==> config.mk <==
export PLATFORM = sky130hd
export DESIGN_NAME = decimal_digit_register_writer
export DESIGN_NICKNAME = d
export VERILOG_FILES = /design/src/rtl/ddrw_pkg.sv /design/src/rtl/ddrw_cell.sv /design/src/rtl/ddrw_conv.sv /design/src/rtl/decimal_digit_register_writer.sv
export SDC_FILE = /design/constraint.sdc
export NUM_CORES = 1
export LEC_CHECK = 0
export BUFFER_PORTS_ARGS = -buffer_cell sky130_fd_sc_hd__buf_2
export CORE_MARGIN = 3
export CORE_UTILIZATION = 45
export DETAILED_ROUTE_END_ITERATION = 10
export GPL_TIMING_DRIVEN = 0
export HOLD_SLACK_MARGIN = 0.08
export PLACE_DENSITY = 0.6
export SLEW_MARGIN = 20
export SYNTH_ARGS = -nofsm -noshare
export SYNTH_HDL_FRONTEND = slang
export SYNTH_HIERARCHICAL = 1
export SYNTH_SLANG_ARGS = --single-unit
export TNS_END_PERCENT = 30
==> constraint.sdc <==
create_clock -name clk -period 3.4 [get_ports clk]
set_input_delay 0.68 -clock clk [delete_from_list [all_inputs] [get_ports clk]]
set_output_delay 0.68 -clock clk [all_outputs]
set_load 0.005 [all_outputs]
==> src/rtl/ddrw_pkg.sv <==
// Package for the decimal digit register writer.
// Widths, digit vector type and converter state encoding.
// No dependencies.
package ddrw_pkg;

  localparam int NUM_W   = 32;                // binary input width
  localparam int NDIG    = 10;                // decimal digits of a 32-bit value
  localparam int DIG_W   = 4;                 // one BCD digit
  localparam int POS_W   = 4;                 // digit position 1..NDIG
  localparam int CNT_W   = $clog2(NUM_W);     // shift counter
  localparam int MIN_W   = 4;                 // min_digits register
  localparam logic [MIN_W-1:0] MIN_RST = MIN_W'(7);

  typedef logic [NDIG-1:0][DIG_W-1:0] digit_vec_t;

  typedef enum logic [1:0] {
    CV_IDLE,
    CV_SHIFT,
    CV_HOLD
  } conv_state_t;

endpackage

==> src/rtl/ddrw_cell.sv <==
// One BCD cell of the shift-add-3 chain.
// Holds a digit, adjusts and shifts one bit in from its lower neighbor.
// Depends on ddrw_pkg.
module ddrw_cell
  import ddrw_pkg::*;
(
  input  logic             clk,
  input  logic             clr,
  input  logic             en,
  input  logic             bit_in,
  output logic             carry_out,
  output logic [DIG_W-1:0] digit
);

  logic [DIG_W-1:0] digit_r;
  logic [DIG_W-1:0] digit_nxt;
  logic [DIG_W-1:0] adj;

  // add 3 when >= 5 so the shift carries into the next decade
  assign adj       = (digit_r >= DIG_W'(5)) ? digit_r + DIG_W'(3) : digit_r;
  assign carry_out = adj[DIG_W-1];
  assign digit     = digit_r;

  always_comb begin
    digit_nxt = digit_r;
    if (clr) begin
      digit_nxt = '0;
    end else if (en) begin
      digit_nxt = {adj[DIG_W-2:0], bit_in};
    end
  end

  always_ff @(posedge clk) begin
    digit_r <= digit_nxt;
  end

endmodule

==> src/rtl/ddrw_conv.sv <==
// Binary to BCD converter: a row of ddrw_cell digits fed one bit per cycle.
// Start loads a number; after NUM_W shifts the digits hold until taken.
// Depends on ddrw_pkg and ddrw_cell.
module ddrw_conv
  import ddrw_pkg::*;
(
  input  logic             clk,
  input  logic             rst_n,
  input  logic             start,
  input  logic [NUM_W-1:0] number,
  output logic             ready,
  output logic             done,
  input  logic             take,
  output digit_vec_t       digits
);

  conv_state_t      state_r, state_nxt;
  logic [NUM_W-1:0] num_r, num_nxt;
  logic [CNT_W-1:0] cnt_r, cnt_nxt;
  logic             clr, shift_en;
  logic [NDIG:0]    chain;

  // next state
  always_comb begin
    state_nxt = state_r;
    case (state_r)
      CV_IDLE:  if (start) state_nxt = CV_SHIFT;
      CV_SHIFT: if (cnt_r == '0) state_nxt = CV_HOLD;
      CV_HOLD:  if (take) state_nxt = CV_IDLE;
      default:  state_nxt = CV_IDLE;
    endcase
  end

  // outputs
  always_comb begin
    ready    = 1'b0;
    done     = 1'b0;
    shift_en = 1'b0;
    case (state_r)
      CV_IDLE:  ready    = 1'b1;
      CV_SHIFT: shift_en = 1'b1;
      CV_HOLD:  done     = 1'b1;
      default:  ready    = 1'b0;
    endcase
  end

  assign clr = ready & start;

  always_comb begin
    num_nxt = num_r;
    cnt_nxt = cnt_r;
    if (clr) begin
      num_nxt = number;
      cnt_nxt = CNT_W'(NUM_W - 1);
    end else if (shift_en) begin
      num_nxt = {num_r[NUM_W-2:0], 1'b0};
      cnt_nxt = cnt_r - CNT_W'(1);
    end
  end

  always_ff @(posedge clk) begin
    if (!rst_n) begin
      state_r <= CV_IDLE;
    end else begin
      state_r <= state_nxt;
    end
    num_r <= num_nxt;
    cnt_r <= cnt_nxt;
  end

  assign chain[0] = num_r[NUM_W-1];

  genvar g;
  generate
    for (g = 0; g < NDIG; g++) begin : g_cell
      ddrw_cell u_cell (
        .clk       (clk),
        .clr       (clr),
        .en        (shift_en),
        .bit_in    (chain[g]),
        .carry_out (chain[g+1]),
        .digit     (digits[g])
      );
    end
  endgenerate

  // top decade never exceeds 4 for a 32-bit value, so it never carries out
  a_no_overflow: assert property (@(posedge clk) disable iff (!rst_n)
    (state_r == CV_SHIFT) |-> !chain[NDIG])
    else $error("BCD chain overflow");

  a_hold_to_idle: assert property (@(posedge clk) disable iff (!rst_n)
    (done && take) |=> ready)
    else $error("converter did not release after take");

  a_start_shifts: assert property (@(posedge clk) disable iff (!rst_n)
    (ready && start) |=> (state_r == CV_SHIFT && cnt_r == CNT_W'(NUM_W - 1)))
    else $error("converter did not start shifting");

endmodule

==> src/rtl/decimal_digit_register_writer.sv <==
// Decimal digit register writer: number in, digit register writes out.
// Path: bit-serial conversion in the BCD cell chain, then a hand-off of the digits to the write
//   buffer, whose registers drive the first write.
// Overlap: the cell chain converts one bit per cycle; the writes of one number (up to 10, one
//   per cycle unless out_tready stalls them) overlap the next conversion.
// Reset: synchronous active-low; min_digits returns to 7, no write is pending.
module decimal_digit_register_writer
  import ddrw_pkg::*;
(
  input  logic             clk,
  input  logic             rst_n,
  // input stream
  input  logic             in_tvalid,
  output logic             in_tready,
  input  logic [31:0]      in_tdata,   // [31:0] number
  // digit write stream
  output logic             out_tvalid,
  input  logic             out_tready,
  output logic [7:0]       out_tdata,  // [3:0] digit_position, [7:4] digit_value
  output logic             out_tlast,  // last write of this number
  // configuration
  input  logic             cfg_wr_en,
  input  logic [MIN_W-1:0] cfg_wr_data // min_digits
);

  logic [MIN_W-1:0] min_digits_r, min_digits_nxt;

  // converter handshake
  logic       conv_ready, conv_done, conv_take;
  digit_vec_t conv_digits;

  // write buffer: digit 0 always the one on the bus
  digit_vec_t       dig_buf_r, dig_buf_nxt;
  logic [POS_W-1:0] pos_r, pos_nxt;
  logic [POS_W-1:0] count_r, count_nxt;
  logic             active_r, active_nxt;

  logic [POS_W-1:0] sig_cnt, min_eff, run_len;
  logic             out_beat;

  always_comb begin
    min_digits_nxt = cfg_wr_en ? cfg_wr_data : min_digits_r;
  end

  ddrw_conv u_conv (
    .clk    (clk),
    .rst_n  (rst_n),
    .start  (in_tvalid),
    .number (in_tdata),
    .ready  (conv_ready),
    .done   (conv_done),
    .take   (conv_take),
    .digits (conv_digits)
  );

  assign in_tready = conv_ready;

  // number of significant digits: highest nonzero decade, 0 for a zero number
  always_comb begin
    sig_cnt = '0;
    for (int i = 0; i < NDIG; i++) begin
      if (conv_digits[i] != '0) sig_cnt = POS_W'(i + 1);
    end
  end

  // minimum above ten saturates to ten
  assign min_eff = (min_digits_r > MIN_W'(NDIG)) ? POS_W'(NDIG) : POS_W'(min_digits_r);
  assign run_len = (sig_cnt > min_eff) ? sig_cnt : min_eff;

  // buffer loads only when empty; a zero-length run is just dropped
  assign conv_take = conv_done & ~active_r;
  assign out_beat  = out_tvalid & out_tready;

  always_comb begin
    dig_buf_nxt = dig_buf_r;
    pos_nxt     = pos_r;
    count_nxt   = count_r;
    active_nxt  = active_r;
    if (conv_take) begin
      dig_buf_nxt = conv_digits;
      pos_nxt     = POS_W'(1);
      count_nxt   = run_len;
      active_nxt  = (run_len != '0);
    end else if (out_beat) begin
      dig_buf_nxt = dig_buf_r >> DIG_W;
      pos_nxt     = pos_r + POS_W'(1);
      if (pos_r == count_r) active_nxt = 1'b0;
    end
  end

  always_ff @(posedge clk) begin
    if (!rst_n) begin
      min_digits_r <= MIN_RST;
      active_r     <= 1'b0;
    end else begin
      min_digits_r <= min_digits_nxt;
      active_r     <= active_nxt;
    end
    dig_buf_r <= dig_buf_nxt;
    pos_r     <= pos_nxt;
    count_r   <= count_nxt;
  end

  assign out_tvalid = active_r;
  assign out_tdata  = {dig_buf_r[0], pos_r};
  assign out_tlast  = (pos_r == count_r);

  a_last_ends_run: assert property (@(posedge clk) disable iff (!rst_n)
    (out_beat && out_tlast) |=> !out_tvalid)
    else $error("write after last beat of a run");

  a_pos_range: assert property (@(posedge clk) disable iff (!rst_n)
    out_tvalid |-> (pos_r != '0 && pos_r <= count_r && count_r <= POS_W'(NDIG)))
    else $error("digit position out of range");

  a_digit_bcd: assert property (@(posedge clk) disable iff (!rst_n)
    out_tvalid |-> (dig_buf_r[0] <= DIG_W'(9)))
    else $error("digit value not decimal");

  a_pos_steps: assert property (@(posedge clk) disable iff (!rst_n)
    (out_beat && !out_tlast) |=> (out_tvalid && pos_r == $past(pos_r) + POS_W'(1)))
    else $error("digit position did not advance");

endmodule

==> impl_metrics.csv <==
group,metric,value,unit
drt,drt-initial-drc-count,370,
critical_path,required,3720,ps
cells_and_area,fillers,1277,
clocking,cts-root-buf,"clkbuf_16",
placement,dp_hpwl,9180,µm
run,cap_violations,0,
power,p_leak,0.00297,µW
clocking,cts-buffers-inserted,17,
drt,drc,0,
drt,routedWlPerCell,15.7,µm
drt,drt-pass1-iter-count,5,
global_route,grt_pass1_wl,23000,µm
cells_and_area,nNetsFinal,734,
global_route,grt_max_degree,90,
die,die_area,0.0170,mm²
placement,port-buffer-count,50,
global_route,grt_pass1_vias,4744,
yosys,avgSynthCellArea,11.7,µm²
clocking,clockBufferDepth,2,
sta,min_period_over_period,0.857,
critical_path,crit_type,"flip-flop to flip-flop",
critical_path,path_cells,"nor4_1 -> nor2b_1 -> o31ai_1 -> nand2_1 -> nand2_1 -> ha_1 -> nor2b_1 -> o211ai_1 -> a21oi_2 -> nand4_1 -> a311oi_1",
drt,drt-total-wl,13500,µm
global_route,grt.total_usage,0.171,
outcome,outcome,"completed",
sta,final-max-slew-violation-count,0,
cells_and_area,layout-drive-gt1-share,0.272,
power,p_seq_frac,0.456,
power,ir_drop,0.000360,V
cells_and_area,mostFrequentLayoutCells,"76 x edfxtp_1, 56 x dfxtp_1, 54 x nand2_1, 53 x buf_2",
power,power.switching,856,µW
critical_path,critPathMaxFanout,9,
cells_and_area,area_growth,15.3,%
cells_and_area,final_common_cell,"edfxtp_1",
sta,hold_ws,486,ps
clocking,htreeDepth,4,
power,switching_share,0.216,
die,die_y,131,µm
global_route,grt_overflow,0,
power,power_frac_clock,0.456,
clocking,insertion_delay,420,ps
yosys,syn_area,0.00698,mm²
sta,finalHoldViolCount,0,
critical_path,startpoint_type,"flip-flop",
clocking,clock-sinks,132,
sta,min_period,2910,ps
die,core-area,0.0149,mm²
critical_path,end_kind,"flip-flop",
clocking,ctsHoldBuffers,0,
sta,worstMarginPinSlew,997,ps
clocking,path_clk_slew,60,ps
power,p_int,3110,µW
hold_path,hp-class,"input port to flip-flop",
yosys,syn-num-nets,665,
sta,max_slew_margin,0.336,
power,p_per_area,493,mW/mm²
global_route,grt_antenna_before_repair,0,
yosys,yosysWarnings,6,
die,pin_count,52,
critical_path,crit_path_max_incr_delay,510,ps
sta,setup_viol,0,
drt,vias,4799,
clocking,post_cts_buffers,0,
sta,skew,7.04,ps
placement,gp_congestion,0.810,
power,combinationalPowerShare,0.087,
critical_path,arrival,3240,ps
critical_path,cpMaxStageDelayCell,"nor4_1",
clocking,cts_tree,"done",
clocking,cts_resized,0,
sta,tns,0,ps
die,rows,44,
drt,ant_nets,0,
sta,fmax,0.343,GHz
die,initial_core_util,0.469,
cells_and_area,n_antenna_cell,0,
die,die_w,131,µm
cells_and_area,fin_util,0.541,
yosys,postSynthCellCount,598,
sta,grt_setup_unrepaired,"false",
drt,viasPerCell,5.55,
## power by group through the flow
stage / logic [µW] / registers, µW / clock network (µW)
2_1_floorplan: 261 / 1830 / 0
3_3_place_gp: 333 / 1840 / 0
3_5_place_dp: 347 / 1840 / 0
4_1_cts: 349 / 1810 / 1860
5_1_grt: 385 / 1820 / 1930
6_report: 346 / 1810 / 1810
## flip-flops by register name (all words and copies together) (netlist names)
name	flops
count_r	4
dig_buf_r	36
min_digits_r	4
out_tdata	4
out_tvalid	1
pos_r	4
u_conv/cnt_r	5
u_conv/g_cell.u_cell/digit	40
u_conv/num_r	32
u_conv/state_r	2
## metrics by stage
step	setup slack, ps	cell area (µm²)	power (µW)	std cells
finish	486	8040	3970	864
global route	226	8040	4130	864
CTS	521	8040	4020	864
detailed placement	549	7460	2190	832
global placement	642	7460	2170	832
floorplan	912	6980	2090	598
## critical path: cells and delay by family (launching register included)
kind | cells | cell delay (ps)
AOI/OAI and AO/OA | 4 | 830
adders and majority gates | 1 | 300
DFF | 1 | 390
and+or+nand+nor | 6 | 1300
## final timing paths
check                                        start         endpoint  slack [ps]  cells after the start
setup / recovery  u_conv/g_cell[2].u_cell/digit[3]       out_tvalid         490                     11
hold / removal                      cfg_wr_data[0]  min_digits_r[0]         490                      3
setup reg to reg  u_conv/g_cell[2].u_cell/digit[3]       out_tvalid         490                     11
hold reg to reg                    u_conv/cnt_r[4]  u_conv/cnt_r[4]         500                      2
## area by class of cell
| cell class | instances | area [µm²] | area share |
|---|---|---|---|
| buffer | 24 | 203 | 0.0252 |
| clock inverter | 11 | 134 | 0.0166 |
| timing repair buffer | 50 | 250 | 0.0311 |
| multi-input combinational | 413 | 3260 | 0.405 |
| inverter | 29 | 116 | 0.0145 |
| sequential | 132 | 3400 | 0.423 |
| tap | 184 | 230 | 0.0286 |
| clock buffer | 21 | 450 | 0.0560 |
## layer usage
layer  GRT usage  wire length [µm]
met5           0                 0
met4      0.0611               169
met3      0.0451               416
met2       0.267              6580
met1       0.231              6360
(Power assumes the default switching activity.)
